### config.mk
export PLATFORM = sky130hd
export DESIGN_NAME = switch_command_text_parser_unit
export DESIGN_NICKNAME = d
export VERILOG_FILES = /design/src/sv/sctp_pkg.sv /design/src/sv/switch_command_text_parser_unit.sv /design/src/sv/sctp_fifo.sv /design/src/sv/sctp_front.sv /design/src/sv/sctp_back.sv
export SDC_FILE = /design/constraint.sdc
export NUM_CORES = 1
export LEC_CHECK = 0
export BUFFER_PORTS_ARGS = -buffer_cell sky130_fd_sc_hd__buf_2
export CORE_AREA = 4 4 88 90
export DETAILED_ROUTE_END_ITERATION = 8
export DIE_AREA = 0 0 92 94
export MAX_ROUTING_LAYER = met4
export PLACE_DENSITY_LB_ADDON = 0.15
export SYNTH_ARGS = -nofsm -noshare
export SYNTH_HDL_FRONTEND = slang
export SYNTH_SLANG_ARGS = --single-unit
### constraint.sdc
create_clock -name i_clk -period 5 [get_ports i_clk]
set_clock_uncertainty 0.2 [all_clocks]
set_input_delay 0 -clock i_clk [delete_from_list [all_inputs] [get_ports i_clk]]
set_output_delay 0 -clock i_clk [all_outputs]
set_load 0.005 [all_outputs]
### src/sv/sctp_pkg.sv
package sctp_pkg;

    typedef enum logic [3:0] {
        C_S,
        C_E,
        C_T,
        C_R,
        C_L,
        C_A,
        C_Y,
        C_O,
        C_N,
        C_F,
        C_1,
        C_2,
        C_3,
        C_4,
        C_OTHER,
        C_BLANK
    } t_class;

    typedef enum logic [1:0] {
        SLOT_SET,
        SLOT_RELAY,
        SLOT_DIGIT,
        SLOT_STATE
    } t_slot;

    localparam logic ST_OK  = 1'b0;
    localparam logic ST_ERR = 1'b1;

    localparam logic [3:0] DRIVE_OFF = 4'hF;
    localparam logic [2:0] IDX_MAX   = 3'd7;

    typedef struct packed {
        logic       status;
        logic [3:0] drive;
    } t_result;

    function automatic t_class classify(input logic [7:0] c);
        t_class cls;
        cls = C_OTHER;
        if (c inside {8'h20, [8'h09:8'h0D]}) begin
            cls = C_BLANK;
        end else begin
            case (c)
                "s": cls = C_S;
                "e": cls = C_E;
                "t": cls = C_T;
                "r": cls = C_R;
                "l": cls = C_L;
                "a": cls = C_A;
                "y": cls = C_Y;
                "o": cls = C_O;
                "n": cls = C_N;
                "f": cls = C_F;
                "1": cls = C_1;
                "2": cls = C_2;
                "3": cls = C_3;
                "4": cls = C_4;
                default: cls = C_OTHER;
            endcase
        end
        return cls;
    endfunction

    function automatic logic [3:0] slot_mask(input t_slot s);
        logic [3:0] m;
        case (s)
            SLOT_SET:   m = 4'b0001;
            SLOT_RELAY: m = 4'b0001;
            SLOT_DIGIT: m = 4'b1111;
            SLOT_STATE: m = 4'b0011;
            default:    m = 4'b0000;
        endcase
        return m;
    endfunction

    function automatic logic [2:0] word_len(input t_slot s, input logic [1:0] k);
        logic [2:0] len;
        len = 3'd0;
        case (s)
            SLOT_SET:   len = (k == 2'd0) ? 3'd3 : 3'd0;
            SLOT_RELAY: len = (k == 2'd0) ? 3'd5 : 3'd0;
            SLOT_DIGIT: len = 3'd1;
            SLOT_STATE: begin
                case (k)
                    2'd0:    len = 3'd2;
                    2'd1:    len = 3'd3;
                    default: len = 3'd0;
                endcase
            end
            default: len = 3'd0;
        endcase
        return len;
    endfunction

    // Expected class of a character; C_BLANK stands for no character, which never matches.
    function automatic t_class word_class(input t_slot s, input logic [1:0] k,
                                          input logic [2:0] idx);
        t_class cls;
        cls = C_BLANK;
        case (s)
            SLOT_SET: begin
                if (k == 2'd0) begin
                    case (idx)
                        3'd0:    cls = C_S;
                        3'd1:    cls = C_E;
                        3'd2:    cls = C_T;
                        default: cls = C_BLANK;
                    endcase
                end
            end
            SLOT_RELAY: begin
                if (k == 2'd0) begin
                    case (idx)
                        3'd0:    cls = C_R;
                        3'd1:    cls = C_E;
                        3'd2:    cls = C_L;
                        3'd3:    cls = C_A;
                        3'd4:    cls = C_Y;
                        default: cls = C_BLANK;
                    endcase
                end
            end
            SLOT_DIGIT: begin
                if (idx == 3'd0) begin
                    case (k)
                        2'd0:    cls = C_1;
                        2'd1:    cls = C_2;
                        2'd2:    cls = C_3;
                        default: cls = C_4;
                    endcase
                end
            end
            SLOT_STATE: begin
                case (k)
                    2'd0: begin
                        case (idx)
                            3'd0:    cls = C_O;
                            3'd1:    cls = C_N;
                            default: cls = C_BLANK;
                        endcase
                    end
                    2'd1: begin
                        case (idx)
                            3'd0:    cls = C_O;
                            3'd1:    cls = C_F;
                            3'd2:    cls = C_F;
                            default: cls = C_BLANK;
                        endcase
                    end
                    default: cls = C_BLANK;
                endcase
            end
            default: cls = C_BLANK;
        endcase
        return cls;
    endfunction

endpackage

### src/sv/switch_command_text_parser_unit.sv
// Command text parser for a four-output switch block.
// Input channel: one character per request on i_char_code, taken when push is
// high and full is low. Whitespace splits the text into tokens, and the command
// "set relay <1..4> on|off" drives the chosen line of o_drive_lines low or high.
// Result channel: while empty is low, o_status (0 ok, 1 error) and
// o_drive_lines show the oldest result; pop takes it. A result is given only
// when the whitespace after the fourth token, or after a mismatching token,
// arrives; other characters give none.
// A result passes the front stage, the character queue and the matcher into the
// result queue. Throughput: one character per cycle while full stays low.
// A classifying front stage and the matcher are joined by a queue of CMD_DEPTH
// entries, and results wait in a queue of RES_DEPTH entries, so characters keep
// flowing while a result waits to be popped; full rises only when both queues
// and the front stage are occupied.
// Reset (synchronous, active low) empties both queues, restarts parsing at the
// first token and sets all four drive lines high.
module switch_command_text_parser_unit #(
    parameter int CMD_DEPTH = 4,
    parameter int RES_DEPTH = 2
) (
    input  logic       i_clk,
    input  logic       i_rst_n,
    input  logic       push,
    output logic       full,
    input  logic [7:0] i_char_code,
    output logic       empty,
    input  logic       pop,
    output logic       o_status,
    output logic [3:0] o_drive_lines
);
    import sctp_pkg::*;

    localparam int ClsW = $bits(t_class);
    localparam int ResW = $bits(t_result);

    logic            front_valid;
    t_class          front_class;
    logic            cmd_full;
    logic            cmd_empty;
    logic [ClsW-1:0] cmd_data;
    logic            cmd_pop;
    logic            res_full;
    logic            res_push;
    t_result         res_in;
    logic [ResW-1:0] res_q;
    t_result         res_out;

    sctp_front u_front (
        .i_clk       (i_clk),
        .i_rst_n     (i_rst_n),
        .i_push      (push),
        .o_full      (full),
        .i_char_code (i_char_code),
        .o_valid     (front_valid),
        .o_class     (front_class),
        .i_ready     (!cmd_full)
    );

    sctp_fifo #(
        .Width (ClsW),
        .Depth (CMD_DEPTH)
    ) u_cmd_fifo (
        .i_clk   (i_clk),
        .i_rst_n (i_rst_n),
        .i_push  (front_valid),
        .i_data  (front_class),
        .o_full  (cmd_full),
        .i_pop   (cmd_pop),
        .o_data  (cmd_data),
        .o_empty (cmd_empty)
    );

    sctp_back u_back (
        .i_clk      (i_clk),
        .i_rst_n    (i_rst_n),
        .i_valid    (!cmd_empty),
        .i_class    (t_class'(cmd_data)),
        .o_pop      (cmd_pop),
        .i_res_full (res_full),
        .o_res_push (res_push),
        .o_res      (res_in)
    );

    sctp_fifo #(
        .Width (ResW),
        .Depth (RES_DEPTH)
    ) u_res_fifo (
        .i_clk   (i_clk),
        .i_rst_n (i_rst_n),
        .i_push  (res_push),
        .i_data  (res_in),
        .o_full  (res_full),
        .i_pop   (pop),
        .o_data  (res_q),
        .o_empty (empty)
    );

    assign res_out       = t_result'(res_q);
    assign o_status      = res_out.status;
    assign o_drive_lines = res_out.drive;

`ifndef SYNTHESIS
    a_res_room: assert property (@(posedge i_clk) disable iff (!i_rst_n)
        res_push |-> !res_full)
        else $error("Result written into a full result queue.");

    a_res_from_cmd: assert property (@(posedge i_clk) disable iff (!i_rst_n)
        res_push |-> (cmd_pop && !cmd_empty))
        else $error("Result produced without a queued character.");

    a_empty_after_reset: assert property (@(posedge i_clk) disable iff (!i_rst_n)
        $past(!i_rst_n) |-> (empty && !full))
        else $error("Queues not cleared by reset.");
`endif

endmodule

### src/sv/sctp_fifo.sv
module sctp_fifo #(
    parameter int Width = 4,
    parameter int Depth = 2
) (
    input  logic             i_clk,
    input  logic             i_rst_n,
    input  logic             i_push,
    input  logic [Width-1:0] i_data,
    output logic             o_full,
    input  logic             i_pop,
    output logic [Width-1:0] o_data,
    output logic             o_empty
);
    localparam int AW = $clog2(Depth);
    localparam int CW = $clog2(Depth + 1);

    logic [Width-1:0] r_mem [Depth];
    logic [AW-1:0]    r_wr, n_wr;
    logic [AW-1:0]    r_rd, n_rd;
    logic [CW-1:0]    r_cnt, n_cnt;
    logic             do_push, do_pop;

    assign o_full  = (r_cnt == CW'(Depth));
    assign o_empty = (r_cnt == '0);
    assign o_data  = r_mem[r_rd];
    assign do_push = i_push && !o_full;
    assign do_pop  = i_pop && !o_empty;

    always_comb begin
        n_wr  = r_wr;
        n_rd  = r_rd;
        n_cnt = r_cnt;
        if (do_push) begin
            n_wr = (r_wr == AW'(Depth - 1)) ? '0 : r_wr + 1'b1;
        end
        if (do_pop) begin
            n_rd = (r_rd == AW'(Depth - 1)) ? '0 : r_rd + 1'b1;
        end
        if (do_push && !do_pop) begin
            n_cnt = r_cnt + 1'b1;
        end else if (do_pop && !do_push) begin
            n_cnt = r_cnt - 1'b1;
        end
    end

    always_ff @(posedge i_clk) begin
        if (!i_rst_n) begin
            r_wr  <= '0;
            r_rd  <= '0;
            r_cnt <= '0;
        end else begin
            r_wr  <= n_wr;
            r_rd  <= n_rd;
            r_cnt <= n_cnt;
        end
    end

    always_ff @(posedge i_clk) begin
        if (do_push) begin
            r_mem[r_wr] <= i_data;
        end
    end

endmodule

### src/sv/sctp_front.sv
module sctp_front (
    input  logic              i_clk,
    input  logic              i_rst_n,
    input  logic              i_push,
    output logic              o_full,
    input  logic [7:0]        i_char_code,
    output logic              o_valid,
    output sctp_pkg::t_class  o_class,
    input  logic              i_ready
);
    import sctp_pkg::*;

    logic   r_valid;
    t_class r_class;
    logic   take;

    assign o_full  = r_valid && !i_ready;
    assign take    = i_push && !o_full;
    assign o_valid = r_valid;
    assign o_class = r_class;

    always_ff @(posedge i_clk) begin
        if (!i_rst_n) begin
            r_valid <= 1'b0;
        end else if (take) begin
            r_valid <= 1'b1;
        end else if (i_ready) begin
            r_valid <= 1'b0;
        end
    end

    always_ff @(posedge i_clk) begin
        if (take) begin
            r_class <= classify(i_char_code);
        end
    end

endmodule

### src/sv/sctp_back.sv
module sctp_back (
    input  logic              i_clk,
    input  logic              i_rst_n,
    input  logic              i_valid,
    input  sctp_pkg::t_class  i_class,
    output logic              o_pop,
    input  logic              i_res_full,
    output logic              o_res_push,
    output sctp_pkg::t_result o_res
);
    import sctp_pkg::*;

    t_slot      r_slot, n_slot;
    logic [2:0] r_idx, n_idx;
    logic [3:0] r_flags, n_flags;
    logic       r_inside, n_inside;
    logic [1:0] r_chosen, n_chosen;
    logic [3:0] r_drive, n_drive;

    logic [2:0] idx;
    logic [3:0] flags;
    logic       found;
    logic [1:0] hit;

    always_comb begin
        n_slot     = r_slot;
        n_idx      = r_idx;
        n_flags    = r_flags;
        n_inside   = r_inside;
        n_chosen   = r_chosen;
        n_drive    = r_drive;
        o_pop      = 1'b0;
        o_res_push = 1'b0;
        o_res      = '{status: ST_OK, drive: r_drive};
        idx        = r_inside ? r_idx : 3'd0;
        flags      = r_inside ? r_flags : slot_mask(r_slot);
        found      = 1'b0;
        hit        = 2'd0;
        if (i_valid && !i_res_full) begin
            o_pop = 1'b1;
            if (i_class != C_BLANK) begin
                for (int k = 0; k < 4; k++) begin
                    if (flags[k] && !(idx < word_len(r_slot, 2'(k))
                            && word_class(r_slot, 2'(k), idx) == i_class)) begin
                        flags[k] = 1'b0;
                    end
                end
                n_inside = 1'b1;
                n_flags  = flags;
                n_idx    = (idx == IDX_MAX) ? IDX_MAX : idx + 1'b1;
            end else if (r_inside) begin
                for (int k = 0; k < 4; k++) begin
                    if (!found && r_flags[k] && word_len(r_slot, 2'(k)) == r_idx) begin
                        found = 1'b1;
                        hit   = 2'(k);
                    end
                end
                n_inside = 1'b0;
                n_flags  = '0;
                n_idx    = '0;
                if (!found) begin
                    n_slot     = SLOT_SET;
                    o_res_push = 1'b1;
                    o_res      = '{status: ST_ERR, drive: r_drive};
                end else if (r_slot != SLOT_STATE) begin
                    if (r_slot == SLOT_DIGIT) begin
                        n_chosen = hit;
                    end
                    n_slot = t_slot'(r_slot + 1'b1);
                end else begin
                    if (hit == 2'd0) begin
                        n_drive = r_drive & ~(4'b0001 << r_chosen);
                    end else begin
                        n_drive = r_drive | (4'b0001 << r_chosen);
                    end
                    n_slot     = SLOT_SET;
                    o_res_push = 1'b1;
                    o_res      = '{status: ST_OK, drive: n_drive};
                end
            end
        end
    end

    always_ff @(posedge i_clk) begin
        if (!i_rst_n) begin
            r_slot   <= SLOT_SET;
            r_idx    <= '0;
            r_flags  <= '0;
            r_inside <= 1'b0;
            r_chosen <= '0;
            r_drive  <= DRIVE_OFF;
        end else begin
            r_slot   <= n_slot;
            r_idx    <= n_idx;
            r_flags  <= n_flags;
            r_inside <= n_inside;
            r_chosen <= n_chosen;
            r_drive  <= n_drive;
        end
    end

endmodule

==> summary.txt <==
Yosys
  – Top post-synthesis cells by count: nor2_1 (40), dfxtp_1 (31), edfxtp_1 (30)
  – Synth cell types: 60
  – Syn_area_per_cell: 9.75 um2
  – Synth top area share: approximately a quarter
  – Post-Synthesis Net Count: 397
  – Warnings from Yosys: 0
  – Synth Instances: 364
  – Most used DFF post-synth: dfxtp_1
  – Register bit total from synthesis: a little over 60
  – Fraction of registers with async set/reset: 0%
  – Most instantiated library cell after synthesis: nor2_1
  – Post-synth EDFFs: 30
  – Synth area leaders: edfxtp_1 (25%), dfxtp_1 (17%), ha_1 (7.0%)
  – Sequential area share after synthesis: 42.9%
  – Post-Synthesis Cell Area: around 3500 um2
  – Dominant cell type by area after synthesis: edfxtp_1

STA
  – Hold Vio Cnt, Final: 0
  – Crit share post-route: 66.2%
  – Fmax achieved: 302 MHz
  – Worst-Margin Slew: 0.769 ns
  – Final setup viols: 0
  – Minimum clock period: 3.31 ns
  – Slew Limit Fails: 0
  – RSZ-0062 raised after global routing: no
  – Max-Slew Margin vs Limit: 48.7%
  – Setup TNS: 0 ns

Detailed routing
  – Vias per cell: roughly 5.4
  – Final wirelength: around 6.9 mm
  – 1st-pass router iterations: 4
  – Starting DRT DRC Count: between 80 and 90
  – Routed vias: 2649
  – WL/cell: 14.1 um
  – DRC Markers: 0
  – ANT nets after route: 0

Placement
  – RePlAce Congestion: 0.915
  – Placed Area: 3690 um2
  – Post-DP HPWL: 5.05 mm
  – IO Port Bufs: 18

Layout
  – # nets final: 420
  – Synthesis-to-finish area growth: 11.7%
  – Area of the multi-input gates: 1880 um2
  – ANT cells: 0
  – Share of cells above drive strength 1: 12.8%
  – Fin area: 3960 um2
  – Seq. cell area: 1520 um2
  – Fillers: roughly 650

Global routing
  – Global-route usage over all layers: 17.9%
  – Vias in the first global route: 2543
  – First-pass GRT wire length: 12.0 mm
  – Largest net degree at the start of global routing: 27
  – Grt total ovfl: 0
  – Initial antenna violation count: 0

Power
  – Max VDD drop: around 0.27 mV
  – P_leak: approximately 1.5 nW
  – Pwr/cell area: 401 nW/um2

Setup path
  – Worst Path Required: 5.05 ns
  – Crit Reg-Reg Endpoint: u_res_fifo.r_cnt[1]
  – Reg2Reg Depth: 10
  – Arrival @ worst endpoint: 3.36 ns
  – Critical Path Sink Type: flip-flop
  – Setup CP Type: flip-flop to flip-flop
  – CP startpoint: u_back.r_slot[0]
  – Worst R2R Start: u_back.r_slot[0]
  – Critical path startpoint category: flip-flop
  – Reg2Reg Setup Slack: approximately 1.7 ns
  – CP max FO: 9

Hold path
  – Worst hold path cell count: 4
  – Endpoint, Worst Hold: u_front.o_class[2]
  – Worst hold path type: input pin to flip-flop
  – Hold_sp: i_char_code[1]

Flow run
  – Max-cap violation count: 0

CTS
  – H-Tree Level Count: 3
  – CTS root buf: clkbuf_8
  – Sinks on Clock Net: 61
  – Clock latency at the later pin of the worst-skew pair: 0.33 ns
  – Clock-pin slew on the worst setup and hold paths: 0.06 ns
  – CTS buffer count: 9
  – Clock Tree Buf Depth: 2
  – CTS tree: done

Floorplan
  – Row cnt: 31
  – IO Pins: 19
  – DIE WIDTH: 92 um
  – Core Region: 7060 um2
  – Die height: 94 um
  – Area of the die: 8650 um2
  – Starting density of the core: 50.3%

Status
  – Run status: finished, final reports clean
## through the flow
step / setup slack, ns / util (%) / total power, mW / hold slack (ns) / std cells
floorplan: 1.92 / - / 1.09 / -0.0793 / 364
global placement: 1.79 / 52.3 / 1.22 / 0.0182 / 465
detailed placement: 1.71 / 52.3 / 1.23 / 0.0329 / 465
CTS: 1.68 / 56.2 / 1.61 / 0.0999 / 491
global route: 1.43 / 56.2 / 1.72 / 0.199 / 491
finish: 1.69 / 56.2 / 1.59 / 0.122 / 491
## layout make-up
cell class | instances | share of cell area (%)
clock buffers | 11 | 3.57
clock inverters | 5 | 0.694
inverters | 22 | 2.08
multi-input cells | 265 | 47.3
flip-flops and latches | 61 | 38.4
well taps | 99 | 3.13
repair buffers | 28 | 4.80
## worst max-delay path by stage
stage | slack (ns) | cells after the start | end
after floorplan | 1.92 | 11 | u_res_fifo.r_cnt[1]
after global placement | 1.79 | 10 | u_res_fifo.r_cnt[1]
after detailed placement | 1.71 | 10 | u_res_fifo.r_cnt[1]
after CTS | 1.68 | 10 | u_res_fifo.r_cnt[1]
after global routing | 1.43 | 11 | u_res_fifo.r_cnt[1]
final | 1.69 | 10 | u_res_fifo.r_cnt[1]
## registers in the layout, indices dropped and copies added (netlist names), 2 cells and up, named ones only
name / flops
u_back.r_idx: 3
u_back.r_slot: 2
u_back.r_chosen: 2
u_back.r_drive: 4
u_cmd_fifo.r_cnt: 3
u_cmd_fifo.r_rd: 2
u_front.o_class: 4
u_cmd_fifo.r_wr: 2
u_cmd_fifo.r_mem: 16
u_res_fifo.r_cnt: 2
u_back.r_flags: 4
u_res_fifo.r_mem: 10
## power by group
part / leakage [nW] / switching, mW / internal, mW
sequential: 0.506 / 0.0781 / 0.592
clock: 0.0804 / 0.178 / 0.189
combinational: 0.892 / 0.325 / 0.229
## routing by layer
metal	track usage (%)	wire (um)
met1	23.3	3370
met2	27.7	3230
met3	4.41	227
met4	5.45	118
met5	-	0
## critical path, stage by stage, from the launching register on
cell       delay, ns
dfxtp_1         0.38
inv_1           0.11
ha_1            0.32
or3_1           0.39
a2111oi_2       0.57
nor3_2          0.18
nor2_1          0.13
nor2_1          0.10
ha_1            0.35
or3_1           0.35
a21oi_1         0.15
## placed cells by master, fill, tap and decap left out, types with 2 or more instances in the layout
cell / count
and4b_1: 2
nand2_1: 22
a31oi_1: 5
clkinv_1: 3
nor2b_1: 11
nor3_1: 12
nand2b_1: 8
buf_2: 18
mux2_2: 7
or2_1: 4
mux2i_1: 6
mux4_1: 2
mux2_4: 2
ha_1: 20
xor2_1: 10
nand4_1: 2
o21ai_0: 22
clkinvlp_4: 2
or3_1: 4
edfxtp_1: 30
clkbuf_8: 10
nand3_1: 2
a22oi_1: 3
mux4_2: 2
inv_1: 21
o22ai_1: 4
nor4_1: 4
o311ai_0: 2
a32oi_1: 2
dfxtp_1: 31
dlygate4sd3_1: 10
and2_1: 5
a21oi_1: 21
nor2_1: 40
and3_1: 3
o211ai_1: 4
xnor2_1: 5
nor3b_1: 6
## cell families after synthesis
logic type | synth area share [%]
XOR/XNOR | 3.70
flip-flops | 42.9
buffers and inverters | 4.26
AO/OA/AOI/OAI | 14.0
adder cells (fa/ha/maj) | 7.61
multiplexers | 7.51
AND/OR/NAND/NOR | 20.1
## what timing repair did
| action | 4_1_cts | 5_1_grt |
|---|---|---|
| endpoints found under the setup margin | 0 | 0 |
| hold buffers | 10 | 0 |
| setup buffers | 0 | 0 |
| endpoints found under the hold margin | 14 | 0 |
| resized for setup | 0 | 0 |
(Power assumes the default switching activity.)
